$ cat src/rht_pkg.sv
// ----------------------------------------------------------------------------
// rht_pkg: shared types and codes for the reference-counted handle table
// Holds the sequencer states, command kinds, result status codes and the
// layout of one slot entry as kept in the slot memory.
// ----------------------------------------------------------------------------
package rht_pkg;

    // Field widths fixed by the stream layout
    localparam int OBJ_W   = 16;
    localparam int CNT_W   = 16;
    localparam int SLOT_W  = 6;
    localparam int OFF_W   = 6;
    localparam int BLK_W   = 16;
    localparam int KIND_W  = 2;
    localparam int STAT_W  = 3;

    localparam logic [CNT_W-1:0] COUNT_MAX = '1;

    // Command kinds on the input tuser
    localparam logic [KIND_W-1:0] KIND_GET   = 2'd0;
    localparam logic [KIND_W-1:0] KIND_PUT   = 2'd1;
    localparam logic [KIND_W-1:0] KIND_CLEAR = 2'd2;

    // Result status codes on the output tuser
    localparam logic [STAT_W-1:0] STAT_HIT      = 3'd0;
    localparam logic [STAT_W-1:0] STAT_FETCH    = 3'd1;
    localparam logic [STAT_W-1:0] STAT_FULL     = 3'd2;
    localparam logic [STAT_W-1:0] STAT_PUT_KEPT = 3'd3;
    localparam logic [STAT_W-1:0] STAT_PUT_WB   = 3'd4;
    localparam logic [STAT_W-1:0] STAT_PUT_IDLE = 3'd5;
    localparam logic [STAT_W-1:0] STAT_CLEARED  = 3'd6;

    // Sequencer states
    typedef enum logic [3:0] {
        ST_INIT,
        ST_IDLE,
        ST_SCAN,
        ST_PUT,
        ST_CLR,
        ST_DIV_MUL,
        ST_DIV_REM,
        ST_DIV_FIX,
        ST_EMIT
    } t_state;

    // One slot as stored in memory
    typedef struct packed {
        logic [OBJ_W-1:0] obj;
        logic [CNT_W-1:0] cnt;
    } t_entry;

endpackage

$ cat src/rht_ram.sv
// ----------------------------------------------------------------------------
// rht_ram: generic single-port-write, single-port-read synchronous RAM
// One write and one read per cycle; read data is registered.
// ----------------------------------------------------------------------------
module rht_ram #(
    parameter int WIDTH = 32,
    parameter int DEPTH = 64
) (
    input  logic                     i_clk,
    input  logic                     i_wr_en,
    input  logic [$clog2(DEPTH)-1:0] i_wr_addr,
    input  logic [WIDTH-1:0]         i_wr_data,
    input  logic                     i_rd_en,
    input  logic [$clog2(DEPTH)-1:0] i_rd_addr,
    output logic [WIDTH-1:0]         o_rd_data
);

    logic [WIDTH-1:0] r_mem [DEPTH];
    logic [WIDTH-1:0] r_rd_data;

    // Write port
    always_ff @(posedge i_clk) begin
        if (i_wr_en) begin
            r_mem[i_wr_addr] <= i_wr_data;
        end
    end

    // Registered read port
    always_ff @(posedge i_clk) begin
        if (i_rd_en) begin
            r_rd_data <= r_mem[i_rd_addr];
        end
    end

    assign o_rd_data = r_rd_data;

endmodule

$ cat src/refcounted_handle_table_top.sv
// ----------------------------------------------------------------------------
// refcounted_handle_table_top: reference-counted table of open-object slots
// Gets look up or claim a slot by object number, puts release a slot, clear
// empties the table. Slot state lives in one synchronous RAM.
// ----------------------------------------------------------------------------
// Usage:
//   Commands arrive on the s_axis channel (tuser = kind, tdata = object number
//   and slot index); one result per get, put or clear leaves on m_axis
//   (tuser = status, tdata = slot, object, block, offset, count). Kind 3 is
//   taken and dropped without a result.
//   One command is worked on at a time. A get reads the slot RAM one entry
//   per cycle, paced by the single RAM read port, and stops at the first
//   live match. A put that writes back also runs the block-number divide.
//   A clear sweeps the RAM one entry per cycle.
//   The result sits in an output register: the next command is taken while
//   it waits, and the block holds its next result until m_axis_tready.
//   After reset the RAM is cleared in one pass, during which s_axis_tready
//   stays low; the first_table_block register resets to 3 and
//   may be written through i_cfg_wr_en/i_cfg_wr_data while the block is idle.
// ----------------------------------------------------------------------------
module refcounted_handle_table_top
    import rht_pkg::*;
#(
    parameter int SLOTS             = 64,
    parameter int OBJECTS_PER_BLOCK = 64
) (
    input  logic        i_clk,
    input  logic        i_rst_n,
    // Configuration: first_table_block
    input  logic        i_cfg_wr_en,
    input  logic [15:0] i_cfg_wr_data,
    // Command stream
    input  logic        s_axis_tvalid,
    output logic        s_axis_tready,
    input  logic [23:0] s_axis_tdata,   // [15:0] object_number, [21:16] slot_index
    input  logic [1:0]  s_axis_tuser,   // [1:0] kind
    // Result stream
    output logic        m_axis_tvalid,
    input  logic        m_axis_tready,
    output logic [63:0] m_axis_tdata,   // [5:0] slot_out, [21:6] object_out,
                                        // [37:22] block_number, [43:38] obj_offset,
                                        // [59:44] count_after
    output logic [2:0]  m_axis_tuser    // [2:0] status
);

    localparam int AW        = $clog2(SLOTS);
    localparam int CW        = $clog2(SLOTS + 1);
    localparam int EW        = (AW > SLOT_W) ? AW : SLOT_W;
    localparam int DIV_SHIFT = 24;
    localparam int DIV_MW    = DIV_SHIFT + 1;
    localparam int DIV_MULT  = (1 << DIV_SHIFT) / OBJECTS_PER_BLOCK;
    localparam int PROD_W    = OBJ_W + DIV_MW;
    localparam int REM_W     = 10;

    // Slot index to output slot field, and back
    function automatic logic [SLOT_W-1:0] to_slot(input logic [AW-1:0] a);
        logic [EW-1:0] e;
        e = EW'(a);
        return e[SLOT_W-1:0];
    endfunction

    function automatic logic [AW-1:0] to_addr(input logic [SLOT_W-1:0] s);
        logic [EW-1:0] e;
        e = EW'(s);
        return e[AW-1:0];
    endfunction

    // Registers
    t_state              r_state, n_state;
    logic [CW-1:0]       r_addr, n_addr;
    logic                r_chk_vld, n_chk_vld;
    logic [AW-1:0]       r_chk_idx, n_chk_idx;
    logic                r_free_found, n_free_found;
    logic [AW-1:0]       r_free_idx, n_free_idx;
    logic [OBJ_W-1:0]    r_obj, n_obj;
    logic [15:0]         r_base;
    logic [STAT_W-1:0]   r_res_status, n_res_status;
    logic [SLOT_W-1:0]   r_res_slot, n_res_slot;
    logic [OBJ_W-1:0]    r_res_obj, n_res_obj;
    logic [BLK_W-1:0]    r_res_blk, n_res_blk;
    logic [OFF_W-1:0]    r_res_off, n_res_off;
    logic [CNT_W-1:0]    r_res_cnt, n_res_cnt;
    logic [OBJ_W-1:0]    r_div_num, n_div_num;
    logic [PROD_W-1:0]   r_prod, n_prod;
    logic [OBJ_W-1:0]    r_quo, n_quo;
    logic [REM_W-1:0]    r_rem, n_rem;
    logic                r_out_vld, n_out_vld;
    logic [63:0]         r_out_data, n_out_data;
    logic [STAT_W-1:0]   r_out_status, n_out_status;

    // RAM ports
    logic                ram_wr_en;
    logic [AW-1:0]       ram_wr_addr;
    t_entry              ram_wr_data;
    logic                ram_rd_en;
    logic [AW-1:0]       ram_rd_addr;
    logic [$bits(t_entry)-1:0] ram_rd_raw;
    t_entry              q_ent;

    // Shared decode
    logic                s_accept;
    logic [KIND_W-1:0]   in_kind;
    logic [OBJ_W-1:0]    in_obj;
    logic [SLOT_W-1:0]   in_idx;
    logic                in_idx_out;
    logic                scan_issue;
    logic                scan_hit;
    logic                scan_free;
    logic                scan_last;
    logic                scan_any_free;
    logic [CNT_W-1:0]    hit_cnt;
    logic [CNT_W-1:0]    put_cnt;
    logic                out_free;
    logic [OBJ_W-1:0]    quo_est;
    logic [DIV_MW-1:0]   quo_mul;
    logic [DIV_MW-1:0]   rem_full;
    logic                rem_big;
    logic [REM_W-1:0]    rem_fix;

    rht_ram #(
        .WIDTH ($bits(t_entry)),
        .DEPTH (SLOTS)
    ) u_slot_ram (
        .i_clk     (i_clk),
        .i_wr_en   (ram_wr_en),
        .i_wr_addr (ram_wr_addr),
        .i_wr_data (ram_wr_data),
        .i_rd_en   (ram_rd_en),
        .i_rd_addr (ram_rd_addr),
        .o_rd_data (ram_rd_raw)
    );

    assign q_ent = t_entry'(ram_rd_raw);

    // Input transfer and field split
    assign s_axis_tready = (r_state == ST_IDLE);
    assign s_accept      = s_axis_tvalid && s_axis_tready;
    assign in_kind       = s_axis_tuser;
    assign in_obj        = s_axis_tdata[15:0];
    assign in_idx        = s_axis_tdata[21:16];
    assign in_idx_out    = (32'(in_idx) >= SLOTS);

    // Scan compare on the entry read last cycle
    assign scan_issue    = (r_state == ST_SCAN) && (r_addr < CW'(SLOTS));
    assign scan_hit      = r_chk_vld && (q_ent.cnt != '0) && (q_ent.obj == r_obj);
    assign scan_free     = r_chk_vld && (q_ent.cnt == '0);
    assign scan_last     = r_chk_vld && (r_chk_idx == AW'(SLOTS - 1));
    assign scan_any_free = r_free_found || scan_free;
    assign hit_cnt       = (q_ent.cnt == COUNT_MAX) ? COUNT_MAX : q_ent.cnt + 1'b1;
    assign put_cnt       = q_ent.cnt - 1'b1;

    // Divide by a constant: reciprocal multiply, then one correction step
    assign quo_est  = r_prod[DIV_SHIFT+OBJ_W-1:DIV_SHIFT];
    assign quo_mul  = DIV_MW'(quo_est) * DIV_MW'(OBJECTS_PER_BLOCK);
    assign rem_full = DIV_MW'(r_div_num) - quo_mul;
    assign rem_big  = (r_rem >= REM_W'(OBJECTS_PER_BLOCK));
    assign rem_fix  = rem_big ? (r_rem - REM_W'(OBJECTS_PER_BLOCK)) : r_rem;

    assign out_free = !r_out_vld || m_axis_tready;

    // Next state
    always_comb begin
        n_state = r_state;
        case (r_state)
            ST_INIT: begin
                if (r_addr == CW'(SLOTS - 1)) begin
                    n_state = ST_IDLE;
                end
            end
            ST_IDLE: begin
                if (s_accept) begin
                    case (in_kind)
                        KIND_GET:   n_state = ST_SCAN;
                        KIND_PUT:   n_state = in_idx_out ? ST_EMIT : ST_PUT;
                        KIND_CLEAR: n_state = ST_CLR;
                        default:    n_state = ST_IDLE;
                    endcase
                end
            end
            ST_SCAN: begin
                if (scan_hit) begin
                    n_state = ST_DIV_MUL;
                end else if (scan_last) begin
                    n_state = scan_any_free ? ST_DIV_MUL : ST_EMIT;
                end
            end
            ST_PUT: begin
                if (q_ent.cnt == '0) begin
                    n_state = ST_EMIT;
                end else begin
                    n_state = (put_cnt == '0) ? ST_DIV_MUL : ST_EMIT;
                end
            end
            ST_CLR: begin
                if (r_addr == CW'(SLOTS - 1)) begin
                    n_state = ST_EMIT;
                end
            end
            ST_DIV_MUL: n_state = ST_DIV_REM;
            ST_DIV_REM: n_state = ST_DIV_FIX;
            ST_DIV_FIX: n_state = ST_EMIT;
            ST_EMIT: begin
                if (out_free) begin
                    n_state = ST_IDLE;
                end
            end
            default: n_state = ST_INIT;
        endcase
    end

    // Datapath, RAM control and result staging
    always_comb begin
        n_addr       = r_addr;
        n_chk_vld    = scan_issue;
        n_chk_idx    = r_chk_idx;
        n_free_found = r_free_found;
        n_free_idx   = r_free_idx;
        n_obj        = r_obj;
        n_res_status = r_res_status;
        n_res_slot   = r_res_slot;
        n_res_obj    = r_res_obj;
        n_res_blk    = r_res_blk;
        n_res_off    = r_res_off;
        n_res_cnt    = r_res_cnt;
        n_div_num    = r_div_num;
        n_prod       = r_prod;
        n_quo        = r_quo;
        n_rem        = r_rem;
        n_out_data   = r_out_data;
        n_out_status = r_out_status;
        n_out_vld    = r_out_vld && !m_axis_tready;
        ram_wr_en    = 1'b0;
        ram_wr_addr  = r_chk_idx;
        ram_wr_data  = '0;
        ram_rd_en    = 1'b0;
        ram_rd_addr  = r_addr[AW-1:0];

        case (r_state)
            // Sweep zeros through the slot RAM
            ST_INIT, ST_CLR: begin
                ram_wr_en   = 1'b1;
                ram_wr_addr = r_addr[AW-1:0];
                n_addr      = r_addr + 1'b1;
                if (r_state == ST_CLR && r_addr == CW'(SLOTS - 1)) begin
                    n_res_status = STAT_CLEARED;
                    n_res_slot   = '0;
                    n_res_obj    = '0;
                    n_res_blk    = '0;
                    n_res_off    = '0;
                    n_res_cnt    = '0;
                end
            end
            // Take a command
            ST_IDLE: begin
                n_addr       = '0;
                n_free_found = 1'b0;
                n_obj        = in_obj;
                n_chk_idx    = to_addr(in_idx);
                if (s_accept && in_kind == KIND_PUT) begin
                    n_res_slot = in_idx;
                    if (in_idx_out) begin
                        n_res_status = STAT_PUT_IDLE;
                        n_res_obj    = '0;
                        n_res_blk    = '0;
                        n_res_off    = '0;
                        n_res_cnt    = '0;
                    end else begin
                        ram_rd_en   = 1'b1;
                        ram_rd_addr = to_addr(in_idx);
                    end
                end
            end
            // Read one slot a cycle, check the one read last cycle
            ST_SCAN: begin
                ram_rd_en = scan_issue;
                n_chk_idx = r_addr[AW-1:0];
                if (scan_issue) begin
                    n_addr = r_addr + 1'b1;
                end
                n_res_obj = r_obj;
                n_div_num = r_obj;
                if (scan_hit) begin
                    ram_wr_en       = 1'b1;
                    ram_wr_addr     = r_chk_idx;
                    ram_wr_data.obj = r_obj;
                    ram_wr_data.cnt = hit_cnt;
                    n_res_status    = STAT_HIT;
                    n_res_slot      = to_slot(r_chk_idx);
                    n_res_cnt       = hit_cnt;
                end else if (scan_last) begin
                    if (scan_any_free) begin
                        ram_wr_en       = 1'b1;
                        ram_wr_addr     = r_free_found ? r_free_idx : r_chk_idx;
                        ram_wr_data.obj = r_obj;
                        ram_wr_data.cnt = CNT_W'(1);
                        n_res_status    = STAT_FETCH;
                        n_res_slot      = to_slot(ram_wr_addr);
                        n_res_cnt       = CNT_W'(1);
                    end else begin
                        n_res_status = STAT_FULL;
                        n_res_slot   = '0;
                        n_res_blk    = '0;
                        n_res_off    = '0;
                        n_res_cnt    = '0;
                    end
                end else if (scan_free && !r_free_found) begin
                    n_free_found = 1'b1;
                    n_free_idx   = r_chk_idx;
                end
            end
            // Release the slot read on the command transfer
            ST_PUT: begin
                n_res_obj = q_ent.obj;
                n_div_num = q_ent.obj;
                if (q_ent.cnt == '0) begin
                    n_res_status = STAT_PUT_IDLE;
                    n_res_blk    = '0;
                    n_res_off    = '0;
                    n_res_cnt    = '0;
                end else begin
                    ram_wr_en       = 1'b1;
                    ram_wr_addr     = r_chk_idx;
                    ram_wr_data.obj = q_ent.obj;
                    ram_wr_data.cnt = put_cnt;
                    n_res_cnt       = put_cnt;
                    if (put_cnt == '0) begin
                        n_res_status = STAT_PUT_WB;
                    end else begin
                        n_res_status = STAT_PUT_KEPT;
                        n_res_blk    = '0;
                        n_res_off    = '0;
                    end
                end
            end
            // Block number and offset of the object
            ST_DIV_MUL: begin
                n_prod = PROD_W'(r_div_num) * PROD_W'(DIV_MULT);
            end
            ST_DIV_REM: begin
                n_quo = quo_est;
                n_rem = rem_full[REM_W-1:0];
            end
            ST_DIV_FIX: begin
                n_res_blk = r_base + r_quo + BLK_W'(rem_big);
                n_res_off = rem_fix[OFF_W-1:0];
            end
            // Hand the result to the output register
            ST_EMIT: begin
                if (out_free) begin
                    n_out_vld    = 1'b1;
                    n_out_status = r_res_status;
                    n_out_data   = {4'b0, r_res_cnt, r_res_off, r_res_blk, r_res_obj,
                                    r_res_slot};
                end
            end
            default: begin
                n_addr = '0;
            end
        endcase
    end

    // Control registers
    always_ff @(posedge i_clk) begin
        if (!i_rst_n) begin
            r_state      <= ST_INIT;
            r_addr       <= '0;
            r_chk_vld    <= 1'b0;
            r_free_found <= 1'b0;
            r_out_vld    <= 1'b0;
            r_base       <= 16'd3;
        end else begin
            r_state      <= n_state;
            r_addr       <= n_addr;
            r_chk_vld    <= n_chk_vld;
            r_free_found <= n_free_found;
            r_out_vld    <= n_out_vld;
            if (i_cfg_wr_en) begin
                r_base <= i_cfg_wr_data;
            end
        end
    end

    // Payload registers
    always_ff @(posedge i_clk) begin
        r_chk_idx    <= n_chk_idx;
        r_free_idx   <= n_free_idx;
        r_obj        <= n_obj;
        r_res_status <= n_res_status;
        r_res_slot   <= n_res_slot;
        r_res_obj    <= n_res_obj;
        r_res_blk    <= n_res_blk;
        r_res_off    <= n_res_off;
        r_res_cnt    <= n_res_cnt;
        r_div_num    <= n_div_num;
        r_prod       <= n_prod;
        r_quo        <= n_quo;
        r_rem        <= n_rem;
        r_out_data   <= n_out_data;
        r_out_status <= n_out_status;
    end

    assign m_axis_tvalid = r_out_vld;
    assign m_axis_tdata  = r_out_data;
    assign m_axis_tuser  = r_out_status;

`ifndef NO_ASSERTIONS
    // No command is taken in the cycle after reset: the clearing pass runs first
    a_init_blocks: assert property (@(posedge i_clk) disable iff (!i_rst_n)
        $past(!i_rst_n) |-> !s_axis_tready)
        else $error("command taken before slot RAM was cleared");

    // A get transfer starts the slot scan
    a_get_scans: assert property (@(posedge i_clk) disable iff (!i_rst_n)
        (s_axis_tvalid && s_axis_tready && s_axis_tuser == KIND_GET)
        |=> (r_state == ST_SCAN))
        else $error("get did not start a scan");

    // A hit or fetch never reports a zero count
    a_live_count: assert property (@(posedge i_clk) disable iff (!i_rst_n)
        (m_axis_tvalid && (m_axis_tuser == STAT_HIT || m_axis_tuser == STAT_FETCH))
        |-> (m_axis_tdata[59:44] != 16'd0))
        else $error("hit or fetch with zero count");

    // The recorded free slot always lies before the slot under check
    a_free_order: assert property (@(posedge i_clk) disable iff (!i_rst_n)
        (r_state == ST_SCAN && r_chk_vld && r_free_found) |-> (r_free_idx < r_chk_idx))
        else $error("free slot recorded out of order");
`endif

endmodule
$ cat config.mk
export PLATFORM = sky130hd
export DESIGN_NAME = refcounted_handle_table_top
export DESIGN_NICKNAME = d
export VERILOG_FILES = /design/src/rht_pkg.sv /design/src/rht_ram.sv /design/src/refcounted_handle_table_top.sv
export SDC_FILE = /design/constraint.sdc
export NUM_CORES = 2
export LEC_CHECK = 0
export BUFFER_PORTS_ARGS = -buffer_cell sky130_fd_sc_hd__buf_2
export CORE_MARGIN = 2
export CORE_UTILIZATION = 29
export DETAILED_ROUTE_END_ITERATION = 10
export PLACE_DENSITY = 0.52
export SLEW_MARGIN = 20
export SYNTH_ARGS = -nofsm -noshare
export SYNTH_HDL_FRONTEND = slang
export SYNTH_SLANG_ARGS = --single-unit
$ cat constraint.sdc
create_clock -name i_clk -period 13.1 [get_ports i_clk]
set_input_delay 1.31 -clock i_clk [delete_from_list [all_inputs] [get_ports i_clk]]
set_output_delay 1.31 -clock i_clk [all_outputs]
set_load 0.05 [all_outputs]
==> load_flow_metrics.sql <==
INSERT INTO impl_metrics (metric_group, metric, value, unit) VALUES
('clock_network', 'cts_root_buf', 'sky130_fd_sc_hd__clkbuf_16', ''),
('route', 'number_of_vias_after_detailed_routing', '60480', ''),
('layout', 'postLayoutCellArea', '0.1065', 'sq mm'),
('power', 'powerDensity', '143.2', 'mW/mm^2'),
('global_routing', 'number_of_global_route_vias_before_repair', '56850', ''),
('clock_network', 'clock_path_buffers', '3', ''),
('global_routing', 'grt_antenna_before_repair', '17', ''),
('setup_path', 'cp-start-kind', 'flip-flop', ''),
('setup_path', 'end_kind', 'flip-flop', ''),
('clock_network', 'numClockSinks', '2310', ''),
('global_routing', 'globalRoute.totalOverflow', '0', ''),
('clock_network', 'cts-buffers-inserted', '233', ''),
('synth', 'synthCells', '6838', ''),
('clock_network', 'insertion_delay', '0.92', 'ns'),
('synth', 'syn_avg_cell_area', '13.60', 'sq um'),
('worst_hold_path', 'min_from', 'r_res_blk[15]', ''),
('synth', 'asyncSetResetFlopFracSynth', '0', '%'),
('synth', 'synth_ff_type', 'sky130_fd_sc_hd__edfxtp_1', ''),
('clock_network', 'cts_hold_repair.buffers', '0', ''),
('layout', 'fillers', '30810', ''),
('layout', 'layout.nets', '6887', ''),
('clock_network', 'clk_pin_slew', '0.06', 'ns'),
('layout', 'share_of_post_route_cells_with_drive_strength_above_1', '11.54', '%'),
('global_routing', 'grt_start_max_net_pins', '208', ''),
('route', 'route.antenna.remaining_nets', '0', ''),
('timing', 'max-slew-margin-rel', '26.32', '%'),
('floorplan', 'fp-row-count', '207', ''),
('placed_design', 'number_of_port_buffers', '109', ''),
('global_routing', 'first_pass_grt_wire_length', '414.2', 'mm'),
('synth', 'synth.cell_area', '0.09296', 'sq mm'),
('setup_path', 'cp.required', '13.58', 'ns'),
('floorplan', 'dieWidth', '570.2', 'um'),
('synth', 'synth_edf_count', '2280', ''),
('route', 'routed_wirelength', '293.1', 'mm'),
('placed_design', 'globalplace.congestion', '0.8400', ''),
('worst_hold_path', 'min-delay-path-class', 'reg -> reg', ''),
('synth', 'post_synth_num_cell_types', '78', ''),
('timing', 'period_share', '48.69', '%'),
('clock_network', 'cts_setup_buffers', '0', ''),
('timing', 'period_needed', '6.378', 'ns'),
('floorplan', 'floorplan.io_pins', '116', ''),
('setup_path', 'timing.critical_path.fanout_max', '41', ''),
('placed_design', 'placed_cell_area', '0.09885', 'sq mm'),
('timing', 'slew_violations', '0', ''),
('route', 'drt_drc_violations_left', '0', ''),
('timing', 'final-setup-viol-count', '0', ''),
('floorplan', 'floorplan.initialDensity', '29.18', '%'),
('setup_path', 'path_class', 'reg -> reg', ''),
('route', 'detailedRoute.firstIterationViolations', '7655', ''),
('timing', 'worst_pin_slew', '1.097', 'ns'),
('synth', 'yosysSeqAreaShare', '74.29', '%'),
('synth', 'postSynthRegisterBits', '2310', ''),
('synth', 'synth-warning-count', '0', ''),
('power', 'ir_drop', '0.0001420', 'V'),
('setup_path', 'reg2reg_from', 'r_state[1]', ''),
('synth', 'synth_largest_area_cell', 'sky130_fd_sc_hd__edfxtp_1', ''),
('timing', 'rsz_0062_raised_after_global_routing', 'no', ''),
('run_status', 'outcome', 'completed', ''),
('route', 'vias_per_cell', '5.397', ''),
('route', 'drt-pass1-iter-count', '7', ''),
('run', 'max_cap_violation_count', '0', ''),
('layout', 'flow.area_growth_from_synthesis', '14.54', '%'),
('timing', 'worst_hold_slack', '0.4064', 'ns'),
('synth', 'leading_post_synthesis_cells_by_cell_area', 'sky130_fd_sc_hd__edfxtp_1, sky130_fd_sc_hd__nand3_1, sky130_fd_sc_hd__o21ai_0, sky130_fd_sc_hd__nand2_1, sky130_fd_sc_hd__a21oi_1', ''),
('clock_network', 'tritoncts', 'yes', ''),
('timing', 'finalHoldViolCount', '0', ''),
('timing', 'skew', '0.06645', 'ns'),
('synth', 'yosys.area.top_type_share', '73.65', '%'),
('global_routing', 'groute.usage.overall', '17.33', '%'),
('timing', 'fmax', '0.1568', 'GHz'),
('layout', 'final_core_util', '33.42', '%'),
('floorplan', 'floorplan.core_area', '0.3186', 'sq mm'),
('clock_network', 'cts.repair.resized', '0', ''),
('setup_path', 'critical_path.startpoint', 'r_state[1]', ''),
('placed_design', 'place_hpwl', '152.7', 'mm'),
('route', 'avgRoutedWirePerCell', '26.15', 'um'),
('clock_network', 'cts_max_level', '4', ''),
('timing', 'fin_tns_setup', '0', 'ns'),
('power', 'power_leakage', '0.03371', 'uW'),
('floorplan', 'design.die.area', '0.3251', 'sq mm'),
('floorplan', 'die_y', '570.2', 'um'),
('setup_path', 'worstPathArrival', '6.85', 'ns');
==> routing by layer <==
layer	GRT usage [%]	part of all wire, %	wire (um)	up-vias
li1	-	-	-	26350
met1	24.30	43	126000	30920
met2	27.58	46	135400	2754
met3	2.706	8.1	23830	452
met4	5.206	2.7	7863	6
met5	0	0.014	41	-
==> registers in the layout, summed over array words and instances (netlist names), 6 cells and up <==
signal / count
r_res_obj: 16
u_slot_ram.o_rd_data: 32
r_div_num: 16
r_res_slot: 6
r_addr: 7
u_slot_ram.r_mem: 2048
m_axis_tdata: 60
r_res_blk: 16
r_base: 16
r_obj: 16
r_res_cnt: 16
r_res_off: 6
r_quo: 10
r_free_idx: 6
r_rem: 10
r_chk_idx: 6
r_prod: 10
==> cell families (layout without fill, tap and decap cells) <==
| kind of cell | after synthesis | count (layout) | synth area share (%) |
|---|---|---|---|
| fa+ha+maj | 20 | 20 | 0.2934 |
| other cells | 1 | 11 | 0.004034 |
| mux | 117 | 117 | 1.283 |
| xor+xnor | 38 | 38 | 0.3580 |
| simple gates | 2110 | 2110 | 10.81 |
| buf+inv | 578 | 757 | 2.510 |
| compound gates | 1664 | 1664 | 10.45 |
| flops | 2310 | 2310 | 74.29 |
==> cells in the final DEF, fill, tap and decap left out, types with 19 or more instances in the layout <==
cell type / n
sky130_fd_sc_hd__a21oi_1: 542
sky130_fd_sc_hd__a221oi_1: 28
sky130_fd_sc_hd__a31oi_1: 136
sky130_fd_sc_hd__and3_1: 37
sky130_fd_sc_hd__and4_1: 44
sky130_fd_sc_hd__buf_2: 109
sky130_fd_sc_hd__buf_4: 173
sky130_fd_sc_hd__bufinv_16: 19
sky130_fd_sc_hd__clkbuf_1: 38
sky130_fd_sc_hd__clkbuf_16: 233
sky130_fd_sc_hd__clkinv_1: 56
sky130_fd_sc_hd__clkinv_2: 57
sky130_fd_sc_hd__dfxtp_1: 30
sky130_fd_sc_hd__edfxtp_1: 2280
sky130_fd_sc_hd__inv_1: 29
sky130_fd_sc_hd__mux2i_1: 100
sky130_fd_sc_hd__nand2_1: 747
sky130_fd_sc_hd__nand3_1: 902
sky130_fd_sc_hd__nand4_1: 124
sky130_fd_sc_hd__nor2_1: 64
sky130_fd_sc_hd__nor2_4: 49
sky130_fd_sc_hd__nor2b_1: 21
sky130_fd_sc_hd__nor3_1: 20
sky130_fd_sc_hd__o21ai_0: 643
sky130_fd_sc_hd__o41ai_1: 127
sky130_fd_sc_hd__xnor2_1: 26
==> per-stage QoR <==
step | std cells | power, uW | setup WS (ns)
6_report | 11210 | 15250 | 6.722
2_1_floorplan | 6841 | 8600 | 7.556
5_1_grt | 11200 | 15680 | 6.542
3_3_place_gp | 10770 | 8820 | 6.301
3_5_place_dp | 10770 | 8825 | 6.238
4_1_cts | 11200 | 15350 | 6.878
==> area by class of cell <==
cell class,instances,area [sq um],share of cell area [%]
diodes,7,17.52,0.01645
clock buffers,273,6001,5.636
clock inverters,162,1564,1.469
inverters,29,108.9,0.1022
multi-input cells,3953,22430,21.06
flip-flops and latches,2310,69070,64.86
well taps,4180,5230,4.912
repair buffers,293,2064,1.939
==> worst max-delay path: stages, from the launching register on <==
cell and delay [ns]:
sky130_fd_sc_hd__dfxtp_1 0.51, sky130_fd_sc_hd__or4b_1 0.90, sky130_fd_sc_hd__inv_1 0.17, sky130_fd_sc_hd__buf_4 0.47, sky130_fd_sc_hd__nand3_1 0.37, sky130_fd_sc_hd__o211ai_1 0.24, sky130_fd_sc_hd__buf_4 0.58, sky130_fd_sc_hd__buf_4 0.70
sky130_fd_sc_hd__a21oi_1 0.11, sky130_fd_sc_hd__o41ai_1 0.86, sky130_fd_sc_hd__and4_1 0.54, sky130_fd_sc_hd__nand4_1 0.42
==> Yosys cell counts (14+ instances only) <==
cell / n
sky130_fd_sc_hd__a21oi_1: 544
sky130_fd_sc_hd__a221oi_1: 28
sky130_fd_sc_hd__a22o_1: 16
sky130_fd_sc_hd__a22oi_1: 17
sky130_fd_sc_hd__a31o_2: 17
sky130_fd_sc_hd__a31oi_1: 136
sky130_fd_sc_hd__and2_1: 14
sky130_fd_sc_hd__and3_1: 38
sky130_fd_sc_hd__and4_1: 44
sky130_fd_sc_hd__buf_1: 36
sky130_fd_sc_hd__buf_2: 74
sky130_fd_sc_hd__clkbuf_1: 424
sky130_fd_sc_hd__dfxtp_1: 30
sky130_fd_sc_hd__edfxtp_1: 2280
sky130_fd_sc_hd__ha_1: 17
sky130_fd_sc_hd__inv_1: 29
sky130_fd_sc_hd__mux2_2: 17
sky130_fd_sc_hd__mux2i_1: 100
sky130_fd_sc_hd__nand2_1: 750
sky130_fd_sc_hd__nand3_1: 905
sky130_fd_sc_hd__nand4_1: 124
sky130_fd_sc_hd__nor2_1: 112
sky130_fd_sc_hd__nor2b_1: 22
sky130_fd_sc_hd__nor3_1: 36
sky130_fd_sc_hd__o21ai_0: 657
sky130_fd_sc_hd__o31a_1: 14
sky130_fd_sc_hd__o41ai_1: 128
sky130_fd_sc_hd__xnor2_1: 26
==> worst paths after layout <==
kind	to	slack [ns]	cells past startpoint
worst max-delay path	u_slot_ram.o_rd_data[25]	6.72	11
worst min-delay path	m_axis_tdata[37]	0.41	0
worst max register to register	u_slot_ram.o_rd_data[25]	6.72	11
worst min register to register	m_axis_tdata[37]	0.41	0
==> where the power goes <==
group / switching [uW] / total [uW] / internal, uW
clock: 2910 / 6580 / 3660
combinational: 450 / 613 / 163
sequential: 13.0 / 8060 / 8050
total: 3370 / 15200 / 11900
Note: power is estimated with default switching activity, not from simulation.
